`config.mk`:
```
export PLATFORM = sky130hd
export DESIGN_NAME = http_request_header_tokenizer
export DESIGN_NICKNAME = d
export VERILOG_FILES = /design/src/sv/htt_pkg.sv /design/src/sv/http_request_header_tokenizer.sv /design/src/sv/htt_queue.sv /design/src/sv/htt_front.sv /design/src/sv/htt_back.sv /design/src/sv/htt_rsp_buffer.sv
export SDC_FILE = /design/constraint.sdc
export NUM_CORES = 1
export LEC_CHECK = 0
export BUFFER_PORTS_ARGS = -buffer_cell sky130_fd_sc_hd__buf_2
export CAP_MARGIN = 30
export CORE_MARGIN = 2
export CORE_UTILIZATION = 62
export DETAILED_ROUTE_END_ITERATION = 16
export PLACE_DENSITY_LB_ADDON = 0.25
export SLEW_MARGIN = 40
export SYNTH_ARGS = -nofsm -noshare
export SYNTH_HDL_FRONTEND = slang
export SYNTH_SLANG_ARGS = --single-unit
```
`constraint.sdc`:
```
create_clock -name clock -period 6.1 [get_ports clock]
set_input_delay 0.61 -clock clock [delete_from_list [all_inputs] [get_ports clock]]
set_output_delay 0.61 -clock clock [all_outputs]
set_load 0.005 [all_outputs]
```
`src/sv/htt_pkg.sv`:
```
// types, codes and constants of the request header tokenizer
package htt_pkg;

   localparam int QUEUE_DEPTH_DEFAULT = 4;
   localparam int RSP_DEPTH_DEFAULT   = 4;

   localparam logic [7:0] CHAR_CR    = 8'h0D;
   localparam logic [7:0] CHAR_LF    = 8'h0A;
   localparam logic [7:0] CHAR_SPACE = 8'h20;
   localparam logic [7:0] CHAR_COLON = 8'h3A;

   localparam logic [2:0] TAG_EVENT   = 3'd0;
   localparam logic [2:0] TAG_METHOD  = 3'd1;
   localparam logic [2:0] TAG_URI     = 3'd2;
   localparam logic [2:0] TAG_VERSION = 3'd3;
   localparam logic [2:0] TAG_NAME    = 3'd4;
   localparam logic [2:0] TAG_VALUE   = 3'd5;

   // token phases share their codes with the byte tags
   localparam logic [2:0] PH_METHOD  = TAG_METHOD;
   localparam logic [2:0] PH_URI     = TAG_URI;
   localparam logic [2:0] PH_VERSION = TAG_VERSION;
   localparam logic [2:0] PH_NAME    = TAG_NAME;
   localparam logic [2:0] PH_VALUE   = TAG_VALUE;

   localparam logic [1:0] ST_INCOMPLETE = 2'd0;
   localparam logic [1:0] ST_OK         = 2'd1;
   localparam logic [1:0] ST_FAIL       = 2'd2;

   localparam logic [1:0] METH_UNKNOWN = 2'd0;
   localparam logic [1:0] METH_GET     = 2'd1;
   localparam logic [1:0] METH_HEAD    = 2'd2;
   localparam logic [1:0] METH_POST    = 2'd3;

   localparam logic [2:0] VERSION_SKIP = 3'd5;
   localparam logic [2:0] VALUE_SKIP   = 3'd1;
   localparam logic [2:0] MLEN_MAX     = 3'd7;

   // method spellings: GET, HEAD, POST
   localparam logic [7:0] METH_TEXT [3][4] = '{
      '{8'h47, 8'h45, 8'h54, 8'h00},
      '{8'h48, 8'h45, 8'h41, 8'h44},
      '{8'h50, 8'h4F, 8'h53, 8'h54}
   };
   localparam logic [2:0] METH_LEN [3] = '{3'd3, 3'd4, 3'd4};

   typedef struct packed {
      logic [7:0] data_byte;
      logic       new_request;
   } req_type;

   typedef struct packed {
      logic [7:0] out_byte;
      logic [2:0] byte_tag;
      logic       field_end;
      logic [1:0] request_status;
      logic [1:0] method_code;
      logic       last_of_run;
   } rsp_type;

   typedef struct packed {
      logic [7:0] data_byte;
      logic       new_request;
      logic       is_cr;
      logic       is_lf;
      logic       is_space;
      logic       is_colon;
   } cls_item_type;

   typedef struct packed {
      logic [1:0] num;
      rsp_type    first;
      rsp_type    second;
   } rsp_wr_type;

   typedef struct packed {
      logic       cr_pending;
      logic       past_first_line;
      logic       line_nonempty;
      logic [2:0] token_phase;
      logic [2:0] skip_count;
      logic [2:0] method_candidates;
      logic [2:0] method_length;
      logic       method_invalid;
      logic [1:0] status_reg;
      logic [1:0] method_reg;
   } state_type;

   localparam state_type RESET_STATE = '{
      cr_pending:        1'b0,
      past_first_line:   1'b0,
      line_nonempty:     1'b0,
      token_phase:       PH_METHOD,
      skip_count:        3'd0,
      method_candidates: 3'b111,
      method_length:     3'd0,
      method_invalid:    1'b0,
      status_reg:        ST_INCOMPLETE,
      method_reg:        METH_UNKNOWN
   };

endpackage

```
`src/sv/http_request_header_tokenizer.sv`:
```
// HTTP request header tokenizer: one request byte in, zero to two tagged results out.
// Throughput is one byte per clock while each byte gives at most one result and the
// results are popped as they come; a byte that releases a held CR together with itself
// gives two results, which leave the single result port one after the other. An accepted
// byte first waits in the classified-item queue; its results are then written into the
// result queue, from which they show on the result ports and can be popped. Both queue
// depths are parameters: QUEUE_DEPTH a power of two of at least 2, RSP_DEPTH a power
// of two of at least 4. No clearing pass is needed after reset.
module http_request_header_tokenizer #(
   parameter int QUEUE_DEPTH = htt_pkg::QUEUE_DEPTH_DEFAULT,
   parameter int RSP_DEPTH   = htt_pkg::RSP_DEPTH_DEFAULT
) (
   input  logic             clock,
   input  logic             reset,
   input  logic             req_push,
   output logic             req_full,
   input  htt_pkg::req_type req_item,
   output logic             rsp_empty,
   input  logic             rsp_pop,
   output htt_pkg::rsp_type rsp_item
);
   localparam int CLS_W = $bits(htt_pkg::cls_item_type);

   logic                  q_full, q_push, q_pop, q_empty, buf_room;
   htt_pkg::cls_item_type q_wr_item;
   logic [CLS_W-1:0]      q_rd_data;
   htt_pkg::rsp_wr_type   buf_wr;

   htt_front u_front (
      .req_push (req_push),
      .req_item (req_item),
      .req_full (req_full),
      .q_full   (q_full),
      .q_push   (q_push),
      .q_data   (q_wr_item)
   );

   htt_queue #(
      .WIDTH (CLS_W),
      .DEPTH (QUEUE_DEPTH)
   ) u_queue (
      .clock   (clock),
      .reset   (reset),
      .push    (q_push),
      .wr_data (q_wr_item),
      .full    (q_full),
      .pop     (q_pop),
      .rd_data (q_rd_data),
      .empty   (q_empty)
   );

   htt_back u_back (
      .clock    (clock),
      .reset    (reset),
      .q_empty  (q_empty),
      .q_item   (htt_pkg::cls_item_type'(q_rd_data)),
      .q_pop    (q_pop),
      .buf_room (buf_room),
      .buf_wr   (buf_wr)
   );

   htt_rsp_buffer #(
      .DEPTH (RSP_DEPTH)
   ) u_rsp_buffer (
      .clock (clock),
      .reset (reset),
      .wr    (buf_wr),
      .room  (buf_room),
      .pop   (rsp_pop),
      .empty (rsp_empty),
      .head  (rsp_item)
   );
endmodule

```
`src/sv/htt_queue.sv`:
```
// small first-in first-out queue of classified items
module htt_queue #(
   parameter int WIDTH = 1,
   parameter int DEPTH = htt_pkg::QUEUE_DEPTH_DEFAULT
) (
   input  logic             clock,
   input  logic             reset,
   input  logic             push,
   input  logic [WIDTH-1:0] wr_data,
   output logic             full,
   input  logic             pop,
   output logic [WIDTH-1:0] rd_data,
   output logic             empty
);
   localparam int PW = $clog2(DEPTH);
   localparam int CW = $clog2(DEPTH + 1);

   logic [WIDTH-1:0] store_ff [DEPTH];
   logic [PW-1:0]    wr_ptr_ff, wr_ptr_in;
   logic [PW-1:0]    rd_ptr_ff, rd_ptr_in;
   logic [CW-1:0]    count_ff, count_in;
   logic             do_push, do_pop;

   assign full    = (count_ff == CW'(DEPTH));
   assign empty   = (count_ff == '0);
   assign rd_data = store_ff[rd_ptr_ff];
   assign do_push = push & ~full;
   assign do_pop  = pop & ~empty;

   always_comb begin
      wr_ptr_in = do_push ? wr_ptr_ff + PW'(1) : wr_ptr_ff;
      rd_ptr_in = do_pop ? rd_ptr_ff + PW'(1) : rd_ptr_ff;
      count_in  = count_ff + CW'(do_push) - CW'(do_pop);
   end

   always_ff @(posedge clock) begin
      if (do_push) begin
         store_ff[wr_ptr_ff] <= wr_data;
      end
   end

   always_ff @(posedge clock) begin
      if (reset) begin
         wr_ptr_ff <= '0;
         rd_ptr_ff <= '0;
         count_ff  <= '0;
      end else begin
         wr_ptr_ff <= wr_ptr_in;
         rd_ptr_ff <= rd_ptr_in;
         count_ff  <= count_in;
      end
   end
endmodule

```
`src/sv/htt_front.sv`:
```
// front end: accepts request bytes and classifies delimiters
module htt_front (
   input  logic                  req_push,
   input  htt_pkg::req_type      req_item,
   output logic                  req_full,
   input  logic                  q_full,
   output logic                  q_push,
   output htt_pkg::cls_item_type q_data
);
   assign req_full = q_full;
   assign q_push   = req_push & ~q_full;

   always_comb begin
      q_data.data_byte   = req_item.data_byte;
      q_data.new_request = req_item.new_request;
      q_data.is_cr       = (req_item.data_byte == htt_pkg::CHAR_CR);
      q_data.is_lf       = (req_item.data_byte == htt_pkg::CHAR_LF);
      q_data.is_space    = (req_item.data_byte == htt_pkg::CHAR_SPACE);
      q_data.is_colon    = (req_item.data_byte == htt_pkg::CHAR_COLON);
   end
endmodule

```
`src/sv/htt_back.sv`:
```
// back end: token state machine, up to two results per item
module htt_back (
   input  logic                  clock,
   input  logic                  reset,
   input  logic                  q_empty,
   input  htt_pkg::cls_item_type q_item,
   output logic                  q_pop,
   input  logic                  buf_room,
   output htt_pkg::rsp_wr_type   buf_wr
);
   typedef struct packed {
      htt_pkg::state_type st;
      logic               valid;
      htt_pkg::rsp_type   rsp;
   } step_type;

   function automatic htt_pkg::rsp_type make_rsp(logic [7:0] b, logic [2:0] tag,
                                                  logic fend, htt_pkg::state_type s);
      htt_pkg::rsp_type r;
      r.out_byte       = b;
      r.byte_tag       = tag;
      r.field_end      = fend;
      r.request_status = s.status_reg;
      r.method_code    = s.method_reg;
      r.last_of_run    = 1'b0;
      return r;
   endfunction

   function automatic step_type content(htt_pkg::state_type s, logic [7:0] c,
                                        logic is_sp, logic is_colon);
      step_type o;
      int       k;
      o.st               = s;
      o.valid            = 1'b0;
      o.rsp              = '0;
      o.st.line_nonempty = 1'b1;
      unique case (s.token_phase)
         htt_pkg::PH_METHOD: begin
            if (is_sp) begin
               if (!s.method_invalid && s.method_candidates[0] && s.method_length == 3'd3) begin
                  o.st.method_reg = htt_pkg::METH_GET;
               end else if (!s.method_invalid && s.method_candidates[1] &&
                            s.method_length == 3'd4) begin
                  o.st.method_reg = htt_pkg::METH_HEAD;
               end else if (!s.method_invalid && s.method_candidates[2] &&
                            s.method_length == 3'd4) begin
                  o.st.method_reg = htt_pkg::METH_POST;
               end else begin
                  o.st.status_reg = htt_pkg::ST_FAIL;
               end
               o.st.token_phase = htt_pkg::PH_URI;
               o.valid = 1'b1;
               o.rsp   = make_rsp(8'd0, htt_pkg::TAG_EVENT, 1'b1, o.st);
            end else begin
               for (k = 0; k < 3; k++) begin
                  if (!(s.method_length < htt_pkg::METH_LEN[k] &&
                        htt_pkg::METH_TEXT[k][s.method_length[1:0]] == c)) begin
                     o.st.method_candidates[k] = 1'b0;
                  end
               end
               if (o.st.method_candidates == 3'd0) begin
                  o.st.method_invalid = 1'b1;
               end
               if (s.method_length < htt_pkg::MLEN_MAX) begin
                  o.st.method_length = s.method_length + 3'd1;
               end
               o.valid = 1'b1;
               o.rsp   = make_rsp(c, htt_pkg::TAG_METHOD, 1'b0, o.st);
            end
         end
         htt_pkg::PH_URI: begin
            o.valid = 1'b1;
            if (is_sp) begin
               o.st.token_phase = htt_pkg::PH_VERSION;
               o.st.skip_count  = htt_pkg::VERSION_SKIP;
               o.rsp = make_rsp(8'd0, htt_pkg::TAG_EVENT, 1'b1, o.st);
            end else begin
               o.rsp = make_rsp(c, htt_pkg::TAG_URI, 1'b0, o.st);
            end
         end
         htt_pkg::PH_VERSION, htt_pkg::PH_VALUE: begin
            if (s.skip_count != 3'd0) begin
               o.st.skip_count = s.skip_count - 3'd1;
            end else begin
               o.valid = 1'b1;
               o.rsp   = make_rsp(c, s.token_phase, 1'b0, o.st);
            end
         end
         htt_pkg::PH_NAME: begin
            o.valid = 1'b1;
            if (is_colon) begin
               o.st.token_phase = htt_pkg::PH_VALUE;
               o.st.skip_count  = htt_pkg::VALUE_SKIP;
               o.rsp = make_rsp(8'd0, htt_pkg::TAG_EVENT, 1'b1, o.st);
            end else begin
               o.rsp = make_rsp(c, htt_pkg::TAG_NAME, 1'b0, o.st);
            end
         end
         default: begin
         end
      endcase
      return o;
   endfunction

   function automatic step_type line_end(htt_pkg::state_type s);
      step_type o;
      o.st = s;
      if (!s.line_nonempty) begin
         o.st.status_reg = s.past_first_line ? htt_pkg::ST_OK : htt_pkg::ST_FAIL;
      end else if (!s.past_first_line && s.token_phase == htt_pkg::PH_METHOD) begin
         o.st.status_reg = htt_pkg::ST_FAIL;
      end
      o.st.past_first_line = 1'b1;
      o.st.line_nonempty   = 1'b0;
      o.st.token_phase     = htt_pkg::PH_NAME;
      o.st.skip_count      = 3'd0;
      o.valid = 1'b1;
      o.rsp   = make_rsp(8'd0, htt_pkg::TAG_EVENT, 1'b1, o.st);
      return o;
   endfunction

   htt_pkg::state_type st_ff, st_in, s;
   step_type           a, b;
   logic               fire;
   logic [1:0]         num;

   assign fire  = ~q_empty & buf_room;
   assign q_pop = fire;

   always_comb begin
      s = st_ff;
      a = '0;
      b = '0;
      if (q_item.new_request) begin
         s = htt_pkg::RESET_STATE;
      end
      if (s.status_reg == htt_pkg::ST_INCOMPLETE) begin
         priority if (!s.cr_pending) begin
            if (q_item.is_cr) begin
               s.cr_pending = 1'b1;
            end else begin
               a = content(s, q_item.data_byte, q_item.is_space, q_item.is_colon);
               s = a.st;
            end
         end else if (q_item.is_lf) begin
            s.cr_pending = 1'b0;
            a = line_end(s);
            s = a.st;
         end else if (q_item.is_cr) begin
            a = content(s, htt_pkg::CHAR_CR, 1'b0, 1'b0);
            s = a.st;
         end else begin
            s.cr_pending = 1'b0;
            a = content(s, htt_pkg::CHAR_CR, 1'b0, 1'b0);
            s = a.st;
            if (s.status_reg == htt_pkg::ST_INCOMPLETE) begin
               b = content(s, q_item.data_byte, q_item.is_space, q_item.is_colon);
               s = b.st;
            end
         end
      end
      st_in = fire ? s : st_ff;
   end

   always_comb begin
      num = {1'b0, a.valid} + {1'b0, b.valid};
      buf_wr.num                = fire ? num : 2'd0;
      buf_wr.first              = a.valid ? a.rsp : b.rsp;
      buf_wr.first.last_of_run  = ~(a.valid & b.valid);
      buf_wr.second             = b.rsp;
      buf_wr.second.last_of_run = 1'b1;
   end

   always_ff @(posedge clock) begin
      if (reset) begin
         st_ff <= htt_pkg::RESET_STATE;
      end else begin
         st_ff <= st_in;
      end
   end
endmodule

```
`src/sv/htt_rsp_buffer.sv`:
```
// result queue, takes up to two results a cycle and gives one
module htt_rsp_buffer #(
   parameter int DEPTH = htt_pkg::RSP_DEPTH_DEFAULT
) (
   input  logic                clock,
   input  logic                reset,
   input  htt_pkg::rsp_wr_type wr,
   output logic                room,
   input  logic                pop,
   output logic                empty,
   output htt_pkg::rsp_type    head
);
   localparam int PW = $clog2(DEPTH);
   localparam int CW = $clog2(DEPTH + 1);

   htt_pkg::rsp_type store_ff [DEPTH];
   logic [PW-1:0]    wr_ptr_ff, wr_ptr_in;
   logic [PW-1:0]    rd_ptr_ff, rd_ptr_in;
   logic [CW-1:0]    count_ff, count_in;
   logic             do_pop;

   assign empty  = (count_ff == '0);
   assign room   = (count_ff <= CW'(DEPTH - 2));
   assign head   = store_ff[rd_ptr_ff];
   assign do_pop = pop & ~empty;

   always_comb begin
      wr_ptr_in = wr_ptr_ff + PW'(wr.num);
      rd_ptr_in = do_pop ? rd_ptr_ff + PW'(1) : rd_ptr_ff;
      count_in  = count_ff + CW'(wr.num) - CW'(do_pop);
   end

   always_ff @(posedge clock) begin
      if (wr.num != 2'd0) begin
         store_ff[wr_ptr_ff] <= wr.first;
      end
      if (wr.num == 2'd2) begin
         store_ff[wr_ptr_ff + PW'(1)] <= wr.second;
      end
   end

   always_ff @(posedge clock) begin
      if (reset) begin
         wr_ptr_ff <= '0;
         rd_ptr_ff <= '0;
         count_ff  <= '0;
      end else begin
         wr_ptr_ff <= wr_ptr_in;
         rd_ptr_ff <= rd_ptr_in;
         count_ff  <= count_in;
      end
   end
endmodule

```
==> results.tsv, run 1 <==
stage	metric	value	unit
outcome	outcome	complete, no violations	
floorplan	row count	43	
clocking	Clk Latency, worst-skew pair	0.44	ns
route	routed via count	6987	
synth	Synth Cell Area	8910	um^2
placement	placed instance count	998	
power_and_ir_drop	Sw Share	42.4	%
layout	synthesis-to-layout area growth	9.42	%
route	wire per inst	22.2	um
floorplan	# IOs	32	
clocking	TritonCTS buffer count	17	
worst_setup_path	Most common cell on crit path	ha_1	
sta	Final TNS setup	0	ns
synth	post-synthesis sequential area ratio	48.5	%
synth	share of the synthesized area in the top cell type	39.1	%
synth	ys flop type	edfxtp_1	
sta	FMAX	0.185	GHz
power_and_ir_drop	Clk pwr share	20.6	%
placement	hpwl dp	16400	um
clocking	Clock Sinks	158	
sta	final hold viol count	0	
route	Antenna Nets Post-Route	0	
placement	Port Buffers	31	
route	DRC viols	0	
layout	final-stage net count	876	
worst_setup_path	crit-path max cell delay	0.49	ns
clocking	Clock Tree Buf Depth	2	
sta	RSZ-0062 raised after global routing	no	
sta	Max Transition Viols Final	0	
route	1st-iter DRT viols	915	
sta	Final period util	88.6	%
worst_setup_path	CP Class	reg -> reg	
grt	number of global-route vias before repair	6687	
placement	gpl congestion	0.950	
synth	most frequent cells after synthesis	edfxtp_1 (116), nor2_1 (86), nand2_1 (55)	
layout	Finished Layout Cells	1030	
synth	syn_nets	854	
clocking	cts hold-fix bufs	0	
floorplan	Die Span X	124	um
power_and_ir_drop	Max VDD drop	0.274	mV
synth	Mean Syn Cell Area	10.9	um^2
power_and_ir_drop	Internal	0.00274	W
route	WL final	22900	um
synth	Synth area leaders	edfxtp_1 (39%), dfxtp_1 (9.4%), mux4_2 (7.1%)	
power_and_ir_drop	Power Dens Cells	488	nW/um^2
sta	Fin Clk Skew	0.0113	ns
worst_setup_path	crit-path cells	mux2i_1, mux2_2, nand2_1, ha_1, ha_1, nand2b_1, nor2_1, mux2i_1, nand2_1, ha_1, nand2b_1, nand2_1, nor2_1, nor2_1, o21a_1, ha_1, inv_1, and3_1, nand3_1, o21a_1, o22ai_2, nor2b_1	
grt	GRT overflow	0	
synth	Synth area leader	edfxtp_1	
hold_path	Min-Delay Path Class	in -> reg	
sta	minimum clock period	5.40	ns
worst_setup_path	kind of end point of the critical path	flop	
hold_path	Hold Startpoint	req_item[0]	
power_and_ir_drop	NetSw	0.00202	W
power_and_ir_drop	Logic pwr share	47.1	%
worst_setup_path	Critical-path top delay cell	mux2_2	
layout	layout cells sized above 1	16.6	%
sta	final setup fails	0	
floorplan	Initial Utilization	64.0	%
clocking	CTS resizes	0	
worst_setup_path	Crit path required time	6.38	ns
floorplan	DIE AREA	15400	um^2
synth	Yosys cell types	79	
grt	antenna violations before repair	0	
route	vias per cell	6.78	
sta	headroom to the max-slew limit	44.5	%
layout	ant diodes	0	
synth	cell with the most instances after synthesis	edfxtp_1	
grt	pin count of the biggest net entering global routing	38	
clocking	Max H-tree Level	4	
route	first drt pass iteration count	5	
flow_run	Max-Cap Viols	0	
worst_setup_path	Worst Path Buf+Inv	1	
worst_setup_path	crit path DAT	5.69	ns
worst_setup_path	CP top delay family	simple AND/OR/NAND/NOR gates	
grt	Global Route Usage Sum	31.6	%
synth	#FFs+latches synth	158	
power_and_ir_drop	cell leakage power	3.50	nW
worst_setup_path	Critical Path Start Type	flop	
synth	Post-synth EDFFs	116	
clocking	Worst-path clk slew	0.06	ns
clocking	Root Buffer	clkbuf_16	
floorplan	Core Area	13900	um^2
synth	ys async rst share	0	%
clocking	CTS tree	yes	
synth	post-synthesis cell count	815	
synth	Ys Warns	0	
floorplan	die height	124	um
worst_setup_path	CP max FO	24	
power_and_ir_drop	Reg power frac	32.3	%
sta	worst slew pin tran	0.824	ns
clocking	# Post-CTS Setup Buffers	0	
grt	first-pass GRT wire length	36300	um
## registers in the layout (all words and copies together) (netlist names), named ones only
register and count:
u_queue.rd_ptr_ff 2, u_back.st_ff 20, u_queue.wr_ptr_ff 2, u_rsp_buffer.count_ff 3, u_queue.count_ff 3, u_rsp_buffer.wr_ptr_ff 2
u_rsp_buffer.rd_ptr_ff 2, u_rsp_buffer.store_ff 68, u_queue.store_ff 52
## worst register-to-register path, delay by kind of cell, from the launching register on
family	cells	cell delay [ns]
simple gates	11	1.87
fa+ha+maj	4	1.13
mux	3	1.01
compound gates	3	0.75
flops	1	0.38
buf+inv	1	0.12
## cells by family after synthesis
logic type      count (synthesis)  synth area share [%]
compound gates                224                  17.1
xor+xnor                       18                  1.77
fa+ha+maj                      26                  3.82
buf+inv                        72                  3.50
flops                         158                  48.5
mux                            48                  9.74
simple gates                  269                  15.6
## placed cells by master (no fill, tap or decap), types with 11 or more instances in the layout
master     synthesis  routed
nand3_1           18      18
o21ai_0           32      31
o22ai_1           40      40
nor2_1            86      86
buf_4              2      17
clkbuf_16          0      17
edfxtp_1         116     116
buf_2              9      31
dfxtp_1           42      41
and2_1            24      24
mux4_2            28      28
nand2_1           55      55
inv_1             27      27
nand2b_1          11      11
a21oi_1           53      53
xnor2_1           12      12
mux2i_1           14      14
nor2b_1           19      19
ha_1              24      24
## final timing paths
kind	endpoint	slack, ns	cells after the start
setup / recovery	u_rsp_buffer.store_ff[0][10]$_DFFE_PP_	0.70	22
hold / removal	u_queue.store_ff[3][4]$_DFFE_PP_	0.39	1
setup reg to reg	u_rsp_buffer.store_ff[0][10]$_DFFE_PP_	0.70	22
hold reg to reg	u_back.st_ff[18]$_SDFFE_PP0P_	0.47	2
## through the flow
step / power (W) / hold WS, ns / utilization, % / area (um^2) / setup WS (ns)
after floorplan: 0.00311 / 0.436 / - / 8910 / 0.876
after global placement: 0.00369 / 0.450 / 66.1 / 9210 / 1.05
after detailed placement: 0.00375 / 0.458 / 66.1 / 9220 / 0.808
after CTS: 0.00473 / 0.378 / 70.0 / 9750 / 0.794
after global routing: 0.00504 / 0.380 / 70.0 / 9750 / 0.290
final: 0.00476 / 0.388 / 70.0 / 9750 / 0.696
## power groups by stage
stage / clock network, W / registers [W] / logic (W)
after detailed placement: 0 / 0.00156 / 0.00219
final: 0.000981 / 0.00154 / 0.00224
after global routing: 0.00104 / 0.00157 / 0.00244
after floorplan: 0 / 0.00147 / 0.00164
after global placement: 0 / 0.00155 / 0.00214
after CTS: 0.000985 / 0.00154 / 0.00221
## area by class of cell
type,instances,area [um^2]
inverters,27,101
flip-flops and latches,158,4330
fillers,992,4180
well taps,180,225
multi-input cells,585,4280
repair buffers,48,283
clock buffers,17,425
clock inverters,15,110
## layer usage
metal  up-vias  part of all wire (%)  wire length (um)  track usage, %
li1       3160                     -                 -               -
met1      3402                    42              9610            44.3
met2       370                    47             10900            49.7
met3        55                   8.0              1830            5.95
met4         0                   2.6               595            11.4
met5         -                     0                 0               0
No activity file was read; power rests on OpenSTA's default activity.
==> run 2: changes to the inputs <==
SKIP_LAST_GASP = 1   (was not set)
SYNTH_HIERARCHICAL = 1   (was not set)
==> results.tsv, run 2 <==
stage	metric	value	unit
synth	Synth area leaders	edfxtp_1 (39%), dfxtp_1 (8.2%), mux2_2 (7.3%)	
grt	first-pass GRT wire length	35100	um
sta	RSZ-0062 raised after global routing	no	
placement	Port Buffers	31	
grt	pin count of the biggest net entering global routing	47	
power_and_ir_drop	Internal	0.00286	W
route	DRC viols	0	
route	WL final	21600	um
synth	Synth area leader	edfxtp_1	
worst_setup_path	Critical-path top delay cell	a21o_1	
clocking	Max H-tree Level	4	
worst_setup_path	Critical Path Start Type	flop	
sta	Max Transition Viols Final	0	
placement	placed instance count	952	
power_and_ir_drop	Reg power frac	35.2	%
clocking	Clk Latency, worst-skew pair	0.43	ns
worst_setup_path	crit-path max cell delay	0.61	ns
worst_setup_path	Most common cell on crit path	ha_1	
worst_setup_path	Worst Path Buf+Inv	2	
sta	final setup fails	0	
synth	#FFs+latches synth	158	
clocking	CTS resizes	0	
worst_setup_path	CP Class	reg -> reg	
route	wire per inst	21.9	um
synth	ys flop type	edfxtp_1	
floorplan	Initial Utilization	63.6	%
clocking	CTS tree	yes	
layout	Finished Layout Cells	984	
floorplan	die height	126	um
synth	Ys Warns	6	
floorplan	Core Area	14500	um^2
floorplan	Die Span X	126	um
clocking	cts hold-fix bufs	0	
route	top sig layer	met4	
layout	ant diodes	0	
power_and_ir_drop	Power Dens Cells	457	nW/um^2
power_and_ir_drop	Final Power	0.00456	W
floorplan	row count	44	
route	met1 WL	8950	um
layout	largest reg by FF count	u_rsp_buffer/store_ff	
sta	Final TNS setup	0	ns
clocking	# Post-CTS Setup Buffers	0	
synth	post-synthesis cell count	780	
clocking	Root Buffer	clkbuf_16	
synth	ys async rst share	0	%
sta	headroom to the max-slew limit	45.8	%
worst_setup_path	crit-path cells	mux4_2, inv_1, nand2_1, ha_1, ha_1, nor2b_1, and2_1, xor2_1, nand2_1, ha_1, nand2b_1, nand3_1, and2_1, o21ai_0, inv_1, ha_1, and2_1, and4bb_1, a21o_1	
route	routed via count	6493	
synth	share of the synthesized area in the top cell type	39.0	%
sta	minimum clock period	5.72	ns
layout	final-stage net count	821	
power_and_ir_drop	Sw Share	37.3	%
synth	Synth Cell Area	9250	um^2
sta	Final period util	93.8	%
synth	syn_nets	814	
worst_setup_path	CP max FO	17	
placement	hpwl dp	14600	um
grt	GRT overflow	0	
route	met2 WL	10900	um
outcome	outcome	complete, no violations	
clocking	Clock Sinks	158	
clocking	Worst-path clk slew	0.06	ns
synth	post-synthesis sequential area ratio	47.2	%
grt	number of global-route vias before repair	6457	
route	first drt pass iteration count	6	
power_and_ir_drop	Max VDD drop	0.502	mV
sta	worst slew pin tran	0.814	ns
hold_path	Min-Delay Path Class	in -> reg	
floorplan	# IOs	32	
power_and_ir_drop	cell leakage power	3.57	nW
grt	Global Route Usage Sum	28.4	%
sta	FMAX	0.175	GHz
layout	commonest non-fill, non-tap cell in the layout	edfxtp_1	
synth	most frequent cells after synthesis	edfxtp_1 (120), nor2_1 (65), mux2_2 (60)	
sta	final hold viol count	0	
layout	Final Util	68.6	%
layout	synthesis-to-layout area growth	7.77	%
layout	biggest regs	u_rsp_buffer/store_ff: 68 flops, u_queue/store_ff: 52 flops, u_back/st_ff: 20 flops	
layout	max reg flops	68	
synth	Mean Syn Cell Area	11.9	um^2
grt	antenna violations before repair	0	
synth	Post-synth EDFFs	120	
flow_run	Max-Cap Viols	0	
placement	gpl congestion	0.935	
floorplan	DIE AREA	15900	um^2
layout	layout cells sized above 1	25.8	%
clocking	TritonCTS buffer count	17	
power_and_ir_drop	Clk pwr share	22.7	%
worst_setup_path	crit path DAT	5.78	ns
sta	Fin Clk Skew	0.00628	ns
route	1st-iter DRT viols	846	
synth	cell with the most instances after synthesis	edfxtp_1	
worst_setup_path	CP top delay family	simple AND/OR/NAND/NOR gates	
power_and_ir_drop	NetSw	0.00170	W
worst_setup_path	kind of end point of the critical path	flop	
worst_setup_path	Crit path required time	6.15	ns
route	DR WL met3	1210	um
route	Antenna Nets Post-Route	0	
power_and_ir_drop	Logic pwr share	42.1	%
clocking	Clock Tree Buf Depth	2	
layout	most frequent cells in the layout	edfxtp_1 (120), nor2_1 (65), mux2_2 (60)	
synth	Yosys cell types	93	
route	vias per cell	6.60	
[run 2: path summary, 6_finish.rpt]
| check | cells past startpoint | slack, ns | from | to |
|---|---|---|---|---|
| max | 19 | 0.38 | flop | u_rsp_buffer/store_ff[2][2]$_DFFE_PP_ |
| min | 1 | 0.41 | req_item[0] | u_queue/store_ff[0][4]$_DFFE_PP_ |
| max reg2reg | 19 | 0.38 | flop | u_rsp_buffer/store_ff[2][2]$_DFFE_PP_ |
| min reg2reg | 2 | 0.47 | u_back/st_ff[18]$_SDFFE_PP0P_ | u_back/st_ff[18]$_SDFFE_PP0P_ |
[run 2: metal layers]
metal	global-route usage [%]	vias to the layer above
met2	47.7	295
met3	4.72	46
met4	10.8	0
met1	37.4	3214
li1	-	2938
met5	0	-
[run 2: power groups by stage]
| stage | clock, W | sequential (W) | combinational [W] |
|---|---|---|---|
| 2_1_floorplan | 0 | 0.00152 | 0.00149 |
| 3_3_place_gp | 0 | 0.00160 | 0.00181 |
| 3_5_place_dp | 0 | 0.00162 | 0.00187 |
| 4_1_cts | 0.00104 | 0.00160 | 0.00189 |
| 5_1_grt | 0.00109 | 0.00163 | 0.00207 |
| 6_report | 0.00103 | 0.00160 | 0.00192 |
[run 2: worst reg2reg max path, stage by stage (launching register included)]
cell and delay (ns):
dfxtp_1 0.35, mux4_2 0.52, inv_1 0.24, nand2_1 0.16, ha_1 0.25, ha_1 0.29, nor2b_1 0.24, and2_1 0.22
xor2_1 0.20, nand2_1 0.11, ha_1 0.23, nand2b_1 0.22, nand3_1 0.12, and2_1 0.21, o21ai_0 0.28, inv_1 0.14
ha_1 0.29, and2_1 0.28, and4bb_1 0.37, a21o_1 0.61
[run 2: cell families after synthesis]
group / count (synthesis) / synth area share (%)
mux: 109 / 17.3
simple gates: 253 / 15.2
buf+inv: 84 / 5.02
flops: 158 / 47.2
fa+ha+maj: 21 / 3.00
xor+xnor: 12 / 1.64
other cells: 2 / 0.0812
compound gates: 141 / 10.5
[run 2: cell type report]
| cell class | count | area, um^2 |
|---|---|---|
| clock buffers | 22 | 454 |
| clock inverters | 10 | 115 |
| fillers | 1056 | 4570 |
| inverters | 27 | 101 |
| multi-input cells | 538 | 4440 |
| flip-flops and latches | 158 | 4370 |
| well taps | 184 | 230 |
| repair buffers | 45 | 260 |
[run 2: per-stage QoR]
stage | instance area [um^2] | setup slack (ns) | hold slack, ns
after CTS | 9960 | 0.430 | 0.402
after detailed placement | 9400 | 0.472 | 0.458
after global placement | 9390 | 0.620 | 0.458
final | 9960 | 0.377 | 0.409
after global routing | 9960 | 0.00844 | 0.406
after floorplan | 9250 | 0.222 | 0.436
